**src/rtl/tem_pkg.sv**
```systemverilog
// ----------------------------------------------------------------------------
// tem_pkg
// Shared types, register codes and saturation helpers for text extent measure.
// ----------------------------------------------------------------------------
package tem_pkg;

  localparam int ADDR_W = 4;
  localparam int DATA_W = 32;
  localparam int GLYPHS = 256;

  localparam logic [7:0] CHAR_CR = 8'd13;
  localparam logic [7:0] CHAR_LF = 8'd10;

  localparam logic signed [31:0] LW_MAX = 32'sh7fff_ffff;
  localparam logic signed [31:0] LW_MIN = 32'sh8000_0000;

  typedef enum logic [1:0] {
    OP_GLYPH = 2'd0,
    OP_CHAR  = 2'd1,
    OP_END   = 2'd2,
    OP_NONE  = 2'd3
  } op_t;

  typedef enum logic [1:0] {
    REG_LINE_SPACING   = 2'd0,
    REG_LETTER_SPACING = 2'd1,
    REG_DEFAULT_CHAR   = 2'd2,
    REG_DEFAULT_ENABLE = 2'd3
  } reg_t;

  typedef struct packed {
    logic [1:0]          op;
    logic [7:0]          code;
    logic                entry_valid;
    logic signed [15:0]  left_bearing;
    logic signed [15:0]  glyph_width;
    logic signed [15:0]  right_bearing;
    logic [11:0]         crop_height;
  } in_item_t;

  typedef struct packed {
    logic [30:0] text_width;
    logic [23:0] text_height;
    logic        unresolved;
  } out_item_t;

  typedef struct packed {
    logic signed [15:0] left_bearing;
    logic signed [15:0] glyph_width;
    logic signed [15:0] right_bearing;
    logic [11:0]        crop_height;
  } glyph_t;

  localparam int GLYPH_W = $bits(glyph_t);

  typedef struct packed {
    logic [11:0]        line_spacing;
    logic signed [15:0] letter_spacing;
    logic [7:0]         default_char;
    logic               default_enable;
    logic               spacing_write;
    logic [11:0]        spacing_value;
  } cfg_t;

  typedef struct packed {
    logic               valid;
    op_t                op;
    logic [7:0]         code;
    logic               resolved;
    logic signed [17:0] lead_first;
    logic signed [17:0] lead_later;
    logic signed [17:0] tail;
    logic [11:0]        crop_height;
  } lookup_t;

  function automatic logic signed [31:0] sat32(input logic signed [33:0] v);
    logic signed [31:0] r;
    if (v > 34'(LW_MAX)) begin
      r = LW_MAX;
    end else if (v < 34'(LW_MIN)) begin
      r = LW_MIN;
    end else begin
      r = v[31:0];
    end
    return r;
  endfunction

  function automatic logic [23:0] sat_height(input logic [23:0] a, input logic [11:0] b);
    logic [24:0] s;
    s = {1'b0, a} + 25'(b);
    return s[24] ? '1 : s[23:0];
  endfunction

endpackage

```
**src/rtl/tem_cfg.sv**
```systemverilog
// ----------------------------------------------------------------------------
// tem_cfg
// APB register file: line spacing, letter spacing, default character.
// ----------------------------------------------------------------------------
module tem_cfg (
  input  logic                       clk,
  input  logic                       rst,
  input  logic                       psel,
  input  logic                       penable,
  input  logic                       pwrite,
  input  logic [tem_pkg::ADDR_W-1:0] paddr,
  input  logic [tem_pkg::DATA_W-1:0] pwdata,
  output logic [tem_pkg::DATA_W-1:0] prdata,
  output logic                       pready,
  output tem_pkg::cfg_t              cfg
);

  logic               wr;
  tem_pkg::reg_t      idx;
  logic [11:0]        line_spacing;
  logic signed [15:0] letter_spacing;
  logic [7:0]         default_char;
  logic               default_enable;

  assign pready = 1'b1;
  assign wr     = psel && penable && pwrite;
  assign idx    = tem_pkg::reg_t'(paddr[3:2]);

  always_ff @(posedge clk) begin
    if (rst) begin
      line_spacing   <= '0;
      letter_spacing <= '0;
      default_char   <= '0;
      default_enable <= 1'b0;
    end else if (wr) begin
      case (idx)
        tem_pkg::REG_LINE_SPACING:   line_spacing   <= pwdata[11:0];
        tem_pkg::REG_LETTER_SPACING: letter_spacing <= pwdata[15:0];
        tem_pkg::REG_DEFAULT_CHAR:   default_char   <= pwdata[7:0];
        tem_pkg::REG_DEFAULT_ENABLE: default_enable <= pwdata[0];
        default: ;
      endcase
    end
  end

  always_comb begin
    case (idx)
      tem_pkg::REG_LINE_SPACING:   prdata = {20'd0, line_spacing};
      tem_pkg::REG_LETTER_SPACING: prdata = {16'd0, letter_spacing};
      tem_pkg::REG_DEFAULT_CHAR:   prdata = {24'd0, default_char};
      tem_pkg::REG_DEFAULT_ENABLE: prdata = {31'd0, default_enable};
      default:                     prdata = '0;
    endcase
  end

  assign cfg.line_spacing   = line_spacing;
  assign cfg.letter_spacing = letter_spacing;
  assign cfg.default_char   = default_char;
  assign cfg.default_enable = default_enable;
  assign cfg.spacing_write  = wr && (idx == tem_pkg::REG_LINE_SPACING);
  assign cfg.spacing_value  = pwdata[11:0];

endmodule

```
**config.mk**
```make
export PLATFORM = sky130hd
export DESIGN_NAME = tem_cfg
export DESIGN_NICKNAME = d
export VERILOG_FILES = /design/src/rtl/tem_pkg.sv /design/src/rtl/tem_cfg.sv
export SDC_FILE = /design/constraint.sdc
export NUM_CORES = 1
export LEC_CHECK = 0
export BUFFER_PORTS_ARGS = -buffer_cell sky130_fd_sc_hd__buf_2
export CORE_MARGIN = 4
export CORE_UTILIZATION = 43
export DETAILED_ROUTE_END_ITERATION = 6
export PLACE_DENSITY = 0.91
export SYNTH_ARGS = -nofsm -noshare
export SYNTH_HDL_FRONTEND = slang
export SYNTH_SLANG_ARGS = --single-unit
```
**constraint.sdc**
```tcl
create_clock -name clk -period 1.6 [get_ports clk]
set_clock_uncertainty 0.2 [all_clocks]
set_input_delay 0.32 -clock clk [delete_from_list [all_inputs] [get_ports clk]]
set_output_delay 0.32 -clock clk [all_outputs]
set_load 0.05 [all_outputs]
```
# [Word-level counts from Yosys, hierarchy flattened]
# Index checks and enable logic that the tools add are counted.
[classes] eq_ne=3 n_mux=1 n_reduce_logical=8
[op_table] operator="32-bit one-hot mux with 4 select lines" count=1
[op_table] operator="2-bit AND reduction" count=4
[op_table] operator="2-bit == test, second input constant" count=2
[op_table] operator="1-bit logical AND" count=3
[op_table] operator="2-bit by 1-bit == test with 1-bit output, second input constant" count=1
[op_table] operator="2-bit zero test" count=1
[word_totals] regBits=37 inputBits=41 out_inout_bits=83 elab_cells=16

# [Longest topological paths before layout]
[logic_depth] ltp_word=3 ltp_mapped=6 mapped_depth_nobuf=3

# [Worst setup path after synthesis]
# No wires, ideal clock.
[synth_path] path_type="reg2out" start="reg letter_spacing[1]" end="out prdata[1] (netlist name)" t_arrival_ps=1871 required_ps=1080 setup_slack_ps=-791 stages_incl_launch_ff=3 path_buffers=0 path_cell_list="dfxtp_1 > mux2i_1 > o21ai_0"
[synth_between] elab_chain_cells=1
[synth_lines] element="start: declaration" line_no="tem_cfg.sv:21" rtl="logic signed [15:0] letter_spacing;"
[synth_lines] element="start signal: assignment" line_no="tem_cfg.sv:38" rtl="tem_pkg::REG_LETTER_SPACING: letter_spacing <= pwdata[15:0];"
[synth_lines] element="32-bit one-hot mux with 4 select lines" line_no="tem_cfg.sv:47" rtl="case (idx)"
[synth_lines] element="end: declaration" line_no="tem_cfg.sv:13" rtl="output logic [tem_pkg::DATA_W-1:0] prdata,"
# Every way passes these cells. The select of a mux whose other input is x is not followed.

# [Worst setup path in the final report]
[layout_path] start="reg default_enable" end="out prdata[0] (netlist name)"
[layout_between] elab_chain_cells=1
[layout_lines] element="start: declaration" line_no="tem_cfg.sv:23" rtl="logic default_enable;"
[layout_lines] element="start signal: assignment" line_no="tem_cfg.sv:40" rtl="tem_pkg::REG_DEFAULT_ENABLE: default_enable <= pwdata[0];"
[layout_lines] element="32-bit one-hot mux with 4 select lines" line_no="tem_cfg.sv:47"
# Every way passes these cells. The select of a mux whose other input is x is not followed.

==> key figures <==
Worst setup path
  • Worst Setup End Kind: output pin
  • Startpoint types: flop
  • Crit Path Max Fanout: 3
  • Setup Crit Path Kind: flop to output pin
  • Req. time, crit path: 1080 ps
  • CP Data Arrival Time: 1270 ps

Power
  • Power Density: 694.8 nW/µm²
  • Maximum vdd ir drop: 0.5174 mV
  • P_leak: 1.443 nW

Status
  • Run status: complete, but fails checks
  • Failing checks: setup timing

Drt
  • DRT antenna net count: 0
  • Total Routed Length: 5175 µm
  • Detailed Route Iter0 Violations: 75
  • Drt pass-1 iters: 4
  • Routed vias: 1,698
  • Routed vias/inst: 4.797
  • Routed len/inst: 14.62 µm
  • Residual DRC: 0

Global routing
  • Initial antenna violation count: 0
  • M3 GR Usage: 4.450%
  • Grt peak-use layer: met2
  • Met2 GRT Util: 30.57%
  • Global-route wire length before repair: 8148 µm
  • Gr ovfl total: 0
  • Tot GR Track Use: 16.95%
  • Vias in the first global route: 1,688
  • Largest net degree at the start of global routing: 50
  • GR Util met1: 20.26%

Placement
  • Buffers on Ports: 88
  • Routability Congestion: 0.7567
  • Post-DP Area: 2626 µm²
  • HPWL after DPL: 3700 µm
  • # placed instances: 344

STA
  • Tmin final: 1785 ps
  • Final setup vio count: 3
  • RSZ-0062 raised after global routing: true
  • Final WS setup: -185.4 ps
  • Period utilization: 111.6%
  • Final Max Slew Viols: 0
  • Hold Fails Final Rpt: 0
  • Max Clk Rate: 0.5601 GHz

Synth
  • Area fraction of the dominant cell type after synthesis: 36.10%
  • Dominant cell type by area after synthesis: dfxtp_1
  • Synth Area per Inst: 9.500 µm²
  • Synthesized area: 2052 µm²
  • Top cells by area, synth: dfxtp_1 36%, mux2i_1 21%, nand2b_1 14%, buf_4 12%, a21bo_2 2.0%
  • Mapped Cells: 216
  • Register area share after synthesis: 36.10%
  • Ys Warns: 0
  • FF+latch count, synth: 37
  • Yosys cell types: 22

Die
  • Die X: 77.08 µm
  • Starting density of the core: 45.86%
  • IO Count: 124
  • Area of the core: 4474 µm²
  • FP Rows: 24
  • Chip height: 77.08 µm
  • Die Area: 5941 µm²

Worst hold path
  • Min-delay worst type: primary input to flop

Clocking
  • Sinks on Clock Net: 37
  • Root Buffer: clkbuf_8
  • Worst-path clk slew: 70 ps
  • H-tree depth: 2
  • TritonCTS clock tree: done
  • # hold bufs at CTS: 0
  • Num CTS Buffers: 5
  • Clock Latency Late Sink: 280 ps
  • Clock buffer depth: 2

Flow run
  • Max Cap Viol: 0

Layout
  • Nets: 343
  • Post-Layout Cell Count: 354
  • Cell area after layout: 2985 µm²
  • Area growth syn-to-layout: 45.49%
  • Layout cell share with drive strength beyond 1: 60.93%
  • Inserted Diodes: 0
## timing repair
item                       CTS  global route
setup endpoints to repair   17            17
setup buffers                2             1
resized for setup           41            26
pin swaps                    1             0
## cell usage after synthesis
library cell / instances
a21oi_1: 4
mux4_1: 1
nor2b_1: 1
nand3_1: 5
and2_4: 1
inv_1: 1
mux2i_1: 44
conb_1: 2
clkbuf_1: 6
and2_1: 4
o21ai_0: 7
buf_4: 32
nand2b_1: 45
nor2_1: 5
buf_6: 3
buf_2: 3
a21bo_2: 4
dfxtp_1: 37
nor2b_4: 1
and3_1: 1
nand2_1: 8
nand2_4: 1
## area by class of cell
cell class              count  area [µm²]
multi-input cells         149        1301
well taps                  52       65.06
inverters                   1       7.507
repair buffers            108       752.0
fillers                   349        1489
clock buffers               7       86.33
flip-flops and latches     37       773.2
## metrics by stage
| step | TNS [ps] | total power [mW] | util [%] | hold slack, ps | setup WS (ps) |
|---|---|---|---|---|---|
| after floorplan | -134.3 | 1.340 | - | 262.5 | -98.57 |
| after global placement | -3932 | 1.394 | 58.70 | 261.2 | -214.9 |
| after detailed placement | -4690 | 1.398 | 58.70 | 270.5 | -235.1 |
| after CTS | -186.4 | 2.073 | 64.35 | 84.91 | -171.4 |
| after global routing | -295.7 | 2.146 | 66.72 | 94.36 | -217.0 |
| final | -194.0 | 2.074 | 66.72 | 90.08 | -185.4 |
## cells by family (layout without fill, tap and decap cells)
logic type,after synthesis,in the layout,synth area share [%]
simple gates,72,72,20.79
mux,45,45,22.74
buf+inv,45,116,15.37
flops,37,37,36.10
compound gates,15,15,4.634
other cells,2,17,0.3660
## where the power goes
part,total (mW),internal [mW],switching [mW]
registers,0.946,0.934,0.0121
clock network,0.655,0.342,0.313
logic,0.474,0.152,0.322
## worst max-delay path, cell delays in order (launching register included)
cell,delay (ps)
dfxtp_2,330
mux4_2,480
buf_8,170
## final timing paths
kind | slack (ps) | from | depth (start not counted) | endpoint
worst max-delay path | -190 | default_enable$_SDFFE_PP0P_ | 2 | prdata[0]
worst min-delay path | 90 | pwdata[15] | 3 | letter_spacing[15]$_SDFFE_PP0P_
worst max register to register | 650 | letter_spacing[14]$_SDFFE_PP0P_ | 2 | letter_spacing[14]$_SDFFE_PP0P_
worst min register to register | 280 | letter_spacing[0]$_SDFFE_PP0P_ | 2 | letter_spacing[0]$_SDFFE_PP0P_
## sequential cells by signal, indices dropped and copies added (netlist names)
| register | flops |
|---|---|
| default_char | 8 |
| default_enable | 1 |
| letter_spacing | 16 |
| line_spacing | 12 |
## layer usage
metal | wire length, µm | share of wire (%) | up-vias
met5 | 0 | 0 | -
met4 | 26 | 0.50 | 0
met3 | 332 | 6.4 | 5
met2 | 2634 | 51 | 68
met1 | 2180 | 42 | 793
li1 | - | - | 832
## cell usage in the layout, fill, tap and decap left out
cell type / instances
nor2_4: 4
a21oi_1: 4
mux2i_2: 3
o21ai_4: 7
mux4_2: 1
and3_1: 1
clkbuf_4: 4
buf_8: 2
nand2_2: 7
buf_6: 13
mux2i_1: 33
nand2_1: 1
buf_12: 4
dfxtp_1: 11
conb_1: 17
clkbuf_1: 1
a21bo_2: 4
buf_2: 69
dfxtp_2: 26
buf_4: 16
clkbuf_8: 6
nand2b_1: 45
mux2i_4: 8
nand2_4: 1
nor2b_4: 2
nand3_1: 5
nor2_2: 1
clkinvlp_4: 1
and2_2: 4
and2_4: 1
No activity file was read; power rests on OpenSTA's default activity.
