`config.mk`:
```
export PLATFORM = sky130hd
export DESIGN_NAME = tem_accum
export DESIGN_NICKNAME = d
export VERILOG_FILES = /design/src/rtl/tem_pkg.sv /design/src/rtl/tem_accum.sv
export SDC_FILE = /design/constraint.sdc
export NUM_CORES = 1
export LEC_CHECK = 0
export BUFFER_PORTS_ARGS = -buffer_cell sky130_fd_sc_hd__buf_2
export CORE_MARGIN = 2
export CORE_UTILIZATION = 52
export DETAILED_ROUTE_END_ITERATION = 16
export GPL_ROUTABILITY_DRIVEN = 0
export GPL_TIMING_DRIVEN = 1
export PLACE_DENSITY_LB_ADDON = 0.25
export RECOVER_POWER = 25
export SKIP_LAST_GASP = 1
export SYNTH_ARGS = -nofsm -noshare
export SYNTH_HDL_FRONTEND = slang
export SYNTH_SLANG_ARGS = --single-unit
```
`constraint.sdc`:
```
create_clock -name clk -period 14.24 [get_ports clk]
set_clock_uncertainty 0.15 [all_clocks]
set_input_delay 0.712 -clock clk [delete_from_list [all_inputs] [get_ports clk]]
set_output_delay 0.712 -clock clk [all_outputs]
set_load 0.02 [all_outputs]
```
`src/rtl/tem_pkg.sv`:
```
// ----------------------------------------------------------------------------
// tem_pkg
// Shared types, register codes and saturation helpers for text extent measure.
// ----------------------------------------------------------------------------
package tem_pkg;

  localparam int ADDR_W = 4;
  localparam int DATA_W = 32;
  localparam int GLYPHS = 256;

  localparam logic [7:0] CHAR_CR = 8'd13;
  localparam logic [7:0] CHAR_LF = 8'd10;

  localparam logic signed [31:0] LW_MAX = 32'sh7fff_ffff;
  localparam logic signed [31:0] LW_MIN = 32'sh8000_0000;

  typedef enum logic [1:0] {
    OP_GLYPH = 2'd0,
    OP_CHAR  = 2'd1,
    OP_END   = 2'd2,
    OP_NONE  = 2'd3
  } op_t;

  typedef enum logic [1:0] {
    REG_LINE_SPACING   = 2'd0,
    REG_LETTER_SPACING = 2'd1,
    REG_DEFAULT_CHAR   = 2'd2,
    REG_DEFAULT_ENABLE = 2'd3
  } reg_t;

  typedef struct packed {
    logic [1:0]          op;
    logic [7:0]          code;
    logic                entry_valid;
    logic signed [15:0]  left_bearing;
    logic signed [15:0]  glyph_width;
    logic signed [15:0]  right_bearing;
    logic [11:0]         crop_height;
  } in_item_t;

  typedef struct packed {
    logic [30:0] text_width;
    logic [23:0] text_height;
    logic        unresolved;
  } out_item_t;

  typedef struct packed {
    logic signed [15:0] left_bearing;
    logic signed [15:0] glyph_width;
    logic signed [15:0] right_bearing;
    logic [11:0]        crop_height;
  } glyph_t;

  localparam int GLYPH_W = $bits(glyph_t);

  typedef struct packed {
    logic [11:0]        line_spacing;
    logic signed [15:0] letter_spacing;
    logic [7:0]         default_char;
    logic               default_enable;
    logic               spacing_write;
    logic [11:0]        spacing_value;
  } cfg_t;

  typedef struct packed {
    logic               valid;
    op_t                op;
    logic [7:0]         code;
    logic               resolved;
    logic signed [17:0] lead_first;
    logic signed [17:0] lead_later;
    logic signed [17:0] tail;
    logic [11:0]        crop_height;
  } lookup_t;

  function automatic logic signed [31:0] sat32(input logic signed [33:0] v);
    logic signed [31:0] r;
    if (v > 34'(LW_MAX)) begin
      r = LW_MAX;
    end else if (v < 34'(LW_MIN)) begin
      r = LW_MIN;
    end else begin
      r = v[31:0];
    end
    return r;
  endfunction

  function automatic logic [23:0] sat_height(input logic [23:0] a, input logic [11:0] b);
    logic [24:0] s;
    s = {1'b0, a} + 25'(b);
    return s[24] ? '1 : s[23:0];
  endfunction

endpackage

```
`src/rtl/tem_accum.sv`:
```
// ----------------------------------------------------------------------------
// tem_accum
// Line and string accumulators with the result register.
// ----------------------------------------------------------------------------
module tem_accum (
  input  logic               clk,
  input  logic               rst,
  input  tem_pkg::lookup_t   look,
  input  tem_pkg::cfg_t      cfg,
  input  logic               out_ready,
  output logic               stall,
  output logic               out_valid,
  output tem_pkg::out_item_t result
);

  logic signed [31:0] line_width;
  logic [30:0]        widest_line;
  logic [23:0]        height_sum;
  logic [11:0]        line_height;
  logic               first_in_line;
  logic               error_seen;
  logic               any_char_seen;

  logic               fire;
  logic               take_end;
  logic               is_lf;
  logic               is_cr;
  logic signed [17:0] lead;
  logic signed [33:0] sum_ab;
  logic signed [33:0] sum_abc;
  logic signed [33:0] hi_base;
  logic signed [33:0] lo_base;
  logic signed [33:0] pick;
  logic signed [31:0] line_width_next;
  logic               line_pos;
  logic [30:0]        widest_closed;
  logic [23:0]        lf_height;
  logic [23:0]        end_height;

  assign stall    = look.valid && (look.op == tem_pkg::OP_END) && out_valid && !out_ready;
  assign fire     = look.valid && !stall;
  assign take_end = fire && (look.op == tem_pkg::OP_END);
  assign is_lf    = look.code == tem_pkg::CHAR_LF;
  assign is_cr    = look.code == tem_pkg::CHAR_CR;

  assign lead    = first_in_line ? look.lead_first : look.lead_later;
  assign sum_ab  = 34'(line_width) + 34'(lead);
  assign sum_abc = sum_ab + 34'(look.tail);
  assign hi_base = 34'(tem_pkg::LW_MAX) + 34'(look.tail);
  assign lo_base = 34'(tem_pkg::LW_MIN) + 34'(look.tail);

  always_comb begin
    if (sum_ab > 34'(tem_pkg::LW_MAX)) begin
      pick = hi_base;
    end else if (sum_ab < 34'(tem_pkg::LW_MIN)) begin
      pick = lo_base;
    end else begin
      pick = sum_abc;
    end
  end

  assign line_width_next = tem_pkg::sat32(pick);

  assign line_pos      = !line_width[31] && (line_width != 32'sd0);
  assign widest_closed = (line_pos && (line_width[30:0] > widest_line)) ?
                         line_width[30:0] : widest_line;
  assign lf_height     = tem_pkg::sat_height(height_sum, cfg.line_spacing);
  assign end_height    = tem_pkg::sat_height(height_sum, line_height);

  always_ff @(posedge clk) begin
    if (rst) begin
      line_width    <= '0;
      widest_line   <= '0;
      height_sum    <= '0;
      line_height   <= '0;
      first_in_line <= 1'b1;
      error_seen    <= 1'b0;
      any_char_seen <= 1'b0;
    end else if (fire) begin
      case (look.op)
        tem_pkg::OP_CHAR: begin
          any_char_seen <= 1'b1;
          if (is_lf) begin
            widest_line   <= widest_closed;
            height_sum    <= lf_height;
            line_width    <= '0;
            line_height   <= cfg.line_spacing;
            first_in_line <= 1'b1;
          end else if (!is_cr) begin
            if (!look.resolved) begin
              error_seen <= 1'b1;
            end else begin
              line_width    <= line_width_next;
              first_in_line <= 1'b0;
              if (look.crop_height > line_height) begin
                line_height <= look.crop_height;
              end
            end
          end
        end
        tem_pkg::OP_END: begin
          line_width    <= '0;
          widest_line   <= '0;
          height_sum    <= '0;
          line_height   <= cfg.line_spacing;
          first_in_line <= 1'b1;
          error_seen    <= 1'b0;
          any_char_seen <= 1'b0;
        end
        default: ;
      endcase
    end else if (cfg.spacing_write && !any_char_seen) begin
      line_height <= cfg.spacing_value;
    end
  end

  always_ff @(posedge clk) begin
    if (rst) begin
      out_valid <= 1'b0;
    end else if (take_end) begin
      out_valid <= 1'b1;
    end else if (out_ready) begin
      out_valid <= 1'b0;
    end
  end

  always_ff @(posedge clk) begin
    if (take_end) begin
      if (!any_char_seen) begin
        result <= '0;
      end else if (error_seen) begin
        result.text_width  <= '0;
        result.text_height <= '0;
        result.unresolved  <= 1'b1;
      end else begin
        result.text_width  <= widest_closed;
        result.text_height <= end_height;
        result.unresolved  <= 1'b0;
      end
    end
  end

`ifndef SYNTHESIS
  a_unresolved_zero: assert property (@(posedge clk) disable iff (rst)
    out_valid && result.unresolved |-> result.text_width == '0 && result.text_height == '0)
    else $error("unresolved result carries nonzero extent");

  a_end_clears: assert property (@(posedge clk) disable iff (rst)
    take_end |=> !any_char_seen && !error_seen && line_width == 32'sd0)
    else $error("string state not cleared after end transfer");

  a_newline_restarts: assert property (@(posedge clk) disable iff (rst)
    fire && look.op == tem_pkg::OP_CHAR && is_lf |=> first_in_line && line_width == 32'sd0)
    else $error("line state not restarted after newline");

  a_error_sticky: assert property (@(posedge clk) disable iff (rst)
    error_seen && !take_end |=> error_seen)
    else $error("error flag dropped inside a string");
`endif

endmodule
```
# Yosys cells after proc, flatten, opt, wreduce, memory -nomap -nowiden
# Index checks and enable logic that the tools add are counted.
[classes] reduce_logical=22 muxes=35 addsub=6 magnitude_cmp=6 n_bitwise=1 eq_ne=14
[op_table] op="32-bit 2-to-1 mux" count=5
[op_table] op="12-bit 2-to-1 mux" count=6
[op_table] op="24-bit 2-to-1 mux" count=3
[op_table] op="34-bit 2-to-1 mux" count=2
[op_table] op="32-bit by 18-bit adder with 33-bit output (first input constant)" count=2
[op_table] op="32-bit case mux with 2 select lines" count=1
[op_table] op="31-bit 2-to-1 mux" count=2
[op_table] op="31-bit case mux with 2 select lines" count=1
[op_table] op="24-bit by 12-bit adder with 25-bit output" count=2
[op_table] op="24-bit case mux with 2 select lines" count=1
[op_table] op="33-bit by 18-bit adder with 34-bit output" count=1
[op_table] op="34-bit by 32-bit > comparator with 1-bit output (second input constant)" count=1
[op_table] op="34-bit by 32-bit less-than comparator with 1-bit output (second input constant)" count=1
[op_table] op="32-bit by 18-bit adder with 33-bit output" count=1
[op_table] op="33-bit by 32-bit > comparator with 1-bit output (second input constant)" count=1
[op_table] op="33-bit by 32-bit less-than comparator with 1-bit output (second input constant)" count=1
[op_table] op="32-bit nonzero test" count=1
[op_table] op="31-bit > comparator" count=1
[op_table] op="12-bit case mux with 2 select lines" count=1
[op_table] op="18-bit 2-to-1 mux" count=1
[op_table] op="8-bit by 4-bit == test with 1-bit output (second input constant)" count=2
[op_table] op="12-bit > comparator" count=1
[op_table] op="4-bit inequality test (second input constant)" count=3
[op_table] op="5-bit AND reduction" count=2
[op_table] op="15 further kinds" count=41
[totals] ff_bits=159 word_cells=95 out_inout_bits=58

# Depth between registers and ports, before layout
# Gate-level depths: netlist (run 1).
[depth] word_depth=12 mapped_depth=29 depth_no_buf=26

# Least setup slack after synthesis (run 1)
# No wires, ideal clock.
[synth_timing] path_type="register -> register" start="register first_in_line" end="register line_width[28]" path_stages_with_launch=29 n_path_buf=4 setup_slack_ps=8128 t_required_ps=13968 t_arrival_ps=5840 path_cell_list="dfxtp_1 clkbuf_1 buf_1 mux2_2 ha_1 a211o_1 a21oi_1 a21oi_1 and3_1 a211oi_1 o41a_1 o211ai_1 a21o_1 a21oi_1 xnor2_1 ha_1 a21o_1 a21oi_1 inv_1 a21oi_1 nand3b_1 o21ai_0 xnor2_1 and2_1 o31a_1 buf_6 and2_4 buf_6 a221o_1"
[synth_via] elab_chain_len=12 word_cells_on_any_way=15 cone_classes="add/sub (2); order compare (4); mux (9)"
[synth_lines] item="start, declared" line_no="tem_accum.sv:20" text="logic first_in_line;"
[synth_lines] item="start signal, assigned" line_no="tem_accum.sv:76" text="first_in_line <= 1'b1;"
[synth_lines] item="start signal, assigned" line_no="tem_accum.sv:88" text="first_in_line <= 1'b1;"
[synth_lines] item="start signal, assigned" line_no="tem_accum.sv:94" text="first_in_line <= 1'b0;"
[synth_lines] item="18-bit 2-to-1 mux (*)" line_no="tem_accum.sv:46" text="assign lead = first_in_line ? look.lead_first : look.lead_later;"
[synth_lines] item="32-bit by 18-bit adder with 33-bit output (*)" line_no="tem_accum.sv:47" text="assign sum_ab = 34'(line_width) + 34'(lead);"
[synth_lines] item="33-bit by 18-bit adder with 34-bit output / 33-bit by 32-bit less-than comparator with 1-bit output (equally long branches)" line_no="tem_accum.sv:48, tem_accum.sv:55"
[synth_lines] item="34-bit 2-to-1 mux" line_no="tem_accum.sv:55" text="end else if (sum_ab < 34'(tem_pkg::LW_MIN)) begin"
[synth_lines] item="34-bit 2-to-1 mux (*)" line_no="tem_accum.sv:53" text="if (sum_ab > 34'(tem_pkg::LW_MAX)) begin"
[synth_lines] item="34-bit by 32-bit less-than comparator with 1-bit output" line_no="tem_pkg.sv:80" text="end else if (v < 34'(LW_MIN)) begin"
[synth_lines] item="32-bit 2-to-1 mux" line_no="tem_pkg.sv:80"
[synth_lines] item="32-bit 2-to-1 mux (*)" line_no="tem_pkg.sv:78" text="if (v > 34'(LW_MAX)) begin"
[synth_lines] item="32-bit 2-to-1 mux (*)" line_no="tem_accum.sv:90" text="if (!look.resolved) begin"
[synth_lines] item="32-bit 2-to-1 mux (*)" line_no="tem_accum.sv:89" text="end else if (!is_cr) begin"
[synth_lines] item="32-bit 2-to-1 mux (*)" line_no="tem_accum.sv:83" text="if (is_lf) begin"
[synth_lines] item="32-bit case mux with 2 select lines (*)" line_no="tem_accum.sv:80" text="case (look.op)"
[synth_lines] item="end signal, assigned" line_no="tem_accum.sv:93" text="line_width <= line_width_next;"
[synth_lines] item="end, declared" line_no="tem_accum.sv:16" text="logic signed [31:0] line_width;"
# Every way passes the cells marked *; elsewhere a longest branch is shown, timed or not. The select of a mux whose other input is x is not followed.
# A chain may end at the register's enable or synchronous reset.

# Worst setup path after layout (run 1)
[layout_timing] start="register first_in_line" end="register line_width[1]"
# The elaborated chain is that of the path after synthesis.

==> reports/qor.csv, run 1 <==
metric,value,unit
status,"finished, violations left",
violations,"capacitance limit, slew limit",
antenna_found_initial,0,
drt_iter0_markers,1017,
final_nets,1961,
place_area,14200,um^2
post_cts_buffers,0,
syn-num-nets,1837,
cap_violations,1,
dieHeight,163,um
grt_pass1_wl,56400,um
numCtsBuffers,17,
final_cells,2034,
hold_viol_final,0,
yosysTopAreaCell,dfxtp_1,
synth_edf_count,56,
cts_repair_resize_count,0,
p_leak,6.14,nW
die_x,163,um
boundaryPins,189,
cts_tree,yes,
grt.overflow.total,0,
ant_nets,0,
drive_gt1_share,11.8,%
final-setup-viol-count,0,
cts.path.max_buffers,2,
wl,34600,um
arrival,7170,ps
insertion_delay,430,ps
cts-root-buf,clkbuf_16,
clkTransAtPathRegs,70,ps
dp_hpwl,26600,um
avgRoutedWirePerCell,17.0,um
diodes,0,
yosysSeqAreaShare,28.4,%
worst_slew_pin_slew,3020,ps
grt_max_degree,93,
synthTopCellsByArea,"dfxtp_1 (16%), ha_1 (13%), edfxtp_1 (13%), a21oi_1 (4.8%), mux2i_1 (4.5%)",
fmax,0.142,GHz
clock-sinks,159,
ys_seq_elements,159,
slew_headroom,-102,%
dp.cells,2002,
fp.coreArea,25000,um^2
crit_path_end_kind,flop,
port_buffers,163,
initial_core_util,52.6,%
avgSynthCellArea,8.41,um^2
synthArstFlopShare,0,%
hold_depth,2,
num_rows,58,
fin_area,14700,um^2
p_total,3.35,mW
crit_path_max_fanout,19,
synthDistinctLibCells,89,
yosysTopAreaCellShare,15.6,%
r2r_cells,25,
ir_worst_vdd,0.225,mV
rsz0062_at_grt,false,
setup_slack,7210,ps
ctsHoldBuffers,0,
p_per_area,228,nW/um^2
area_delta_synth_final,11.5,%
final.fill_count,2330,
hp-class,flop to flop,
fin_crit,7030,ps
worst-setup-path-type,flop to flop,
die-area,26600,um^2
cp-start-kind,flop,
whs,324,ps
vias_per_cell,5.90,
place_ws,7220,ps
htreeDepth,4,
syn_area,13200,um^2
grt_pass1_vias,11450,
vias,11994,
synth_cells,1567,
first_pass_iters,5,
utilization,58.7,%
finalMaxSlewViolations,57,
grt_util_all_layers,26.1,%
yosys_warnings,0,
fin_crit_sh,49.4,%
synth-main-ff-cell,dfxtp_1,
worstPathRequired,14380,ps
post-route-drc-count,0,
tns,0,ps
[where the power goes]
part	switching, mW	internal (mW)	leakage (nW)
Clock	0.197	0.259	0.276
Combinational	1.33	0.941	4.48
Sequential	0.0940	0.526	1.39
Total	1.62	1.73	6.14
[state kept, by name, summed over array words and instances, names as in the netlist]
register / flops
widest_line: 31
line_height: 12
result: 56
error_seen: 1
any_char_seen: 1
out_valid: 1
height_sum: 24
line_width: 32
first_in_line: 1
[routing by layer]
metal / global-route usage, % / vias up / routed length (um)
met2: 44.1 / 356 / 16100
li1: - / 6021 / -
met3: 2.49 / 57 / 1680
met4: 8.49 / 0 / 833
met1: 35.2 / 5560 / 16000
met5: 0 / - / 0
[cells in the mapped netlist (16+ instances only)]
master and number:
nand2_1 138, ha_1 135, nor2_1 129, a21oi_1 127, dfxtp_1 103, inv_1 90
o21ai_0 85, mux2i_1 59, edfxtp_1 56, xnor2_1 52, clkbuf_1 51, nand2b_1 48
a21o_1 33, o32ai_1 32, xor2_1 28, nand3_1 27, nor3_1 26, o21a_1 24
o21ai_1 21, a211oi_1 19, o211ai_1 19, mux2_2 17, and3_1 16, nor2b_1 16
[final timing paths]
path	from	end	slack (ps)
setup / recovery	first_in_line$_SDFFE_PP1P_	line_width[1]$_SDFFE_PP0P_	7210
hold / removal	height_sum[6]$_SDFFE_PP0P_	height_sum[6]$_SDFFE_PP0P_	320
setup reg to reg	first_in_line$_SDFFE_PP1P_	line_width[1]$_SDFFE_PP0P_	7210
hold reg to reg	height_sum[6]$_SDFFE_PP0P_	height_sum[6]$_SDFFE_PP0P_	320
[worst max-delay path, cell delays in order (launching register included)]
cell	delay, ps
dfxtp_1	920
mux2i_1	370
inv_1	80
ha_1	290
a211oi_1	310
o211ai_1	160
a31oi_1	430
nand2_1	160
a211oi_1	380
o41a_1	310
o211ai_1	160
a21o_1	200
a21oi_1	170
xnor2_1	150
ha_1	300
a21o_1	200
a21oi_1	150
inv_1	70
a21oi_1	180
nand3b_1	90
o21ai_0	240
xnor2_1	160
or2_1	240
a21oi_2	290
nand2b_1	530
o211ai_1	180
[cell type report]
cell class	instances	area [um^2]	area share, %
clock inverters	12	121	0.826
inverters	90	338	2.30
multi-input cells	1254	8830	60.1
repair buffers	169	782	5.32
clock buffers	20	468	3.18
flip-flops and latches	159	3740	25.5
well taps	330	413	2.81
[cell families after synthesis]
kind of cell / synth area share [%]
and+or+nand+nor: 18.3
AOI/OAI and AO/OA: 23.6
DFF: 28.4
buffers and inverters: 4.79
adders and majority gates: 13.4
xor gates and xnor gates: 5.56
muxes: 5.93
[cell usage in the layout, fill, tap and decap left out, drive strengths merged, types with 13 or more instances in the layout]
master / n
nand2: 139
ha: 135
a21oi: 131
nor2: 130
buf: 110
o21ai: 106
dfxtp: 103
inv: 95
clkbuf: 79
mux2i: 59
edfxtp: 56
xnor2: 54
nand2b: 49
a21o: 33
o32ai: 33
nor3: 29
xor2: 28
nand3: 27
o21a: 24
o211ai: 19
a211oi: 19
mux2: 17
and3: 16
nand4: 16
nor2b: 16
and2: 16
nor4: 14
a221o: 14
a31oi: 13
No activity file was read; power rests on OpenSTA's default activity.
==> run 2, diff against run 1 <==
Settings changed: ABC_AREA set to 1.
Clock period 14.24 ns to 6.9 ns, I/O delays scaled along.
==> run 2 against run 1 <==
  * The flow still finishes with violations (capacitance limit, slew limit)
  * Synthesized area is 8.9% higher
  * Core utilization hardly changed
  * Critical path depth is 5 higher
  * Sequential share of layout area is 1.9 points lower
  * Count of clock-buffer cells in the layout is 1 higher
  * Total power is 76% higher
  * Critical path type unchanged
  * Critical endpoint is now line_width[6]$_SDFFE_PP0P_
==> reports/qor.csv, run 2 <==
metric,value,unit,change
yosys_warnings,0,,unchanged
cpPeakStageDelay,630,ps,-290 ps
hold_viol_final,0,,unchanged
slew_headroom,-84.0,%,+18 points
grt_util_all_layers,28.1,%,+2.0 points
numCtsBuffers,17,,unchanged
switching_share,51.8,%,+3.4 points
worst_slew_pin_slew,2760,ps,-263 ps
drive_gt1_share,11.7,%,-0.10 points
worstPathRequired,7020,ps,-7360 ps
dieHeight,170,um,+4.2%
yosysTopAreaCell,dfxtp_1,,
yosysSeqAreaShare,26.1,%,-2.3 points
cts_tree,yes,,
antenna_found_initial,0,,unchanged
comb_power_share,63.6,%,-4.2 points
final_cell_mix,"nand2_1 (525), a21oi_1 (219), inv_1 (212)",,
fin_crit,6100,ps,-929 ps
syn_area,14300,um^2,+8.9%
grt_pass1_wl,65600,um,+16%
cp-start-kind,flop,,
pwr-share-seq,20.8,%,+2.3 points
synthDistinctLibCells,52,,-42%
cts.path.max_buffers,2,,unchanged
grt_pass1_vias,13507,,+18%
insertion_delay,430,ps,about the same
final.fill_count,2584,,+11%
r2r_slack,800,ps,-6410 ps
clock-sinks,159,,unchanged
clockPowerShare,15.5,%,+1.9 points
port_buffers,163,,unchanged
ctsHoldBuffers,0,,unchanged
p_leak,7.22,nW,+18%
final_common_cell,nand2_1,,
fmax,0.164,GHz,+15%
vias,14495,,+21%
fp.coreArea,27000,um^2,+7.9%
power.switching,3.05,mW,+88%
avgRoutedWirePerCell,15.7,um,-7.8%
ant_nets,0,,unchanged
synth_commonest_cells,"nand2_1 (526), a21oi_1 (219), inv_1 (212)",,
post_cts_buffers,0,,unchanged
avgSynthCellArea,6.87,um^2,-18%
crit_path_frequent_cell,nand2_1,,
tns,0,ps,unchanged
synthTopCellsByArea,"dfxtp_1 (14%), nand2_1 (14%), ha_1 (12%), edfxtp_1 (12%), a21oi_1 (7.6%)",,
yosysTopAreaCellShare,14.4,%,-1.3 points
largest-register,result,,
utilization,58.7,%,about the same
p_per_area,371,nW/um^2,+63%
worst-setup-path-type,flop to flop,,
synth_edf_count,56,,unchanged
diodes,0,,unchanged
synth-main-ff-cell,dfxtp_1,,
grt_max_degree,94,,+1.1%
largest_register_ffs,56,,unchanged
cts_repair_resize_count,0,,unchanged
clkTransAtPathRegs,70,ps,about the same
syn-num-nets,2359,,+28%
internal-power,2.83,mW,+64%
cap_violations,1,,unchanged
initial_core_util,53.1,%,+0.45 points
arrival,6220,ps,-950 ps
crit_path_max_fanout,31,,+12
crit_path_end_kind,flop,,
grt.overflow.total,0,,unchanged
drt_iter0_markers,1384,,+36%
num_rows,60,,+3.4%
post-route-drc-count,0,,unchanged
reg_top3,"result (56), line_width (32), widest_line (31)",,
die_x,170,um,+4.2%
final-setup-viol-count,0,,unchanged
first_pass_iters,6,,+1
yosysMostFrequentCell,nand2_1,,
area_delta_synth_final,10.6,%,
rsz0062_at_grt,false,,
dp_hpwl,31300,um,+18%
die-area,28900,um^2,+8.7%
finalMaxSlewViolations,50,,-12%
htreeDepth,4,,unchanged
slowest_stage,dfxtp_1,,
cts-root-buf,clkbuf_16,,
ys_seq_elements,159,,unchanged
boundaryPins,189,,unchanged
hp-class,primary input to flop,,
synth_cells,2089,,+33%
synthArstFlopShare,0,%,unchanged
status,"finished, violations left",,
violations,"capacitance limit, slew limit",,
wl,40400,um,+17%
vias_per_cell,5.63,,-4.5%
ir_worst_vdd,0.567,mV,+150%
fin_crit_sh,88.4,%,+39 points
final_nets,2489,,+27%
## run 2: cell count changes in the layout (fill, tap and decap cells not counted), moves of 37 or more
cell      before  now
nand2_1      138  525
inv_1         90  212
a21oi_1      127  219
mux2i_1       59    0
nand2_2        1   38
o21ai_0       85  150
nand2b_1      47    0
nand3_1       27   74
## run 2: critical path: cells and delay by family, from the launching register on
| kind | cells | cell delay [ps] |
|---|---|---|
| buffers and inverters | 3 | 370 |
| DFF | 1 | 630 |
| AOI/OAI and AO/OA | 5 | 1080 |
| muxes | 1 | 350 |
| xor gates and xnor gates | 1 | 150 |
| adders and majority gates | 2 | 710 |
| and+or+nand+nor | 18 | 2500 |
## run 2: cell families after synthesis
family / synth area share (%)
multiplexers: 1.33
buffers and inverters: 7.95
flip-flops: 26.1
adder cells (fa/ha/maj): 12.3
AO/OA/AOI/OAI: 19.2
AND/OR/NAND/NOR: 27.3
XOR/XNOR: 5.86
## run 2: cell type report
| cell class | instances | area (um^2) | area share, % |
|---|---|---|---|
| Timing Repair Buffer | 174 | 825 | 5.20 |
| Tap cell | 341 | 427 | 2.69 |
| Sequential cell | 159 | 3740 | 23.6 |
| Clock inverter | 11 | 119 | 0.749 |
| Inverter | 220 | 828 | 5.22 |
| Clock buffer | 21 | 440 | 2.78 |
| Multi-Input combinational cell | 1647 | 9490 | 59.8 |
## run 2: worst paths after layout
check	end	startpoint	depth (start not counted)
setup reg to reg	line_width[6]$_SDFFE_PP0P_	first_in_line$_SDFFE_PP1P_	30
setup / recovery	line_width[6]$_SDFFE_PP0P_	first_in_line$_SDFFE_PP1P_	30
hold reg to reg	widest_line[21]$_SDFFE_PP0P_	widest_line[21]$_SDFFE_PP0P_	2
hold / removal	widest_line[21]$_SDFFE_PP0P_	rst	2
## run 2: metal layers
layer / track usage, % / routed length (um) / vias to the layer above
li1: - / - / 7279
met1: 36.0 / 17700 / 6625
met2: 48.0 / 19100 / 492
met3: 3.93 / 2290 / 99
met4: 10.6 / 1390 / 0
met5: 0 / 0 / -
## run 2: per-stage QoR
step,cells,instance area [um^2],setup slack (ps),hold slack [ps],total power [mW]
floorplan,2089,14300,2000,295,4.12
global placement,2541,15400,905,302,4.84
detailed placement,2541,15400,823,305,4.92
CTS,2573,16000,817,13.1,5.85
global route,2573,15900,289,31.1,6.46
finish,2573,15900,799,26.4,5.88
## run 2: power groups by stage
| stage | clock (mW) | combinational, mW | sequential (mW) |
|---|---|---|---|
| final | 0.913 | 3.74 | 1.23 |
| after floorplan | 0 | 2.90 | 1.22 |
| after CTS | 0.925 | 3.71 | 1.22 |
| after global placement | 0 | 3.60 | 1.24 |
| after global routing | 0.962 | 4.25 | 1.24 |
| after detailed placement | 0 | 3.68 | 1.24 |
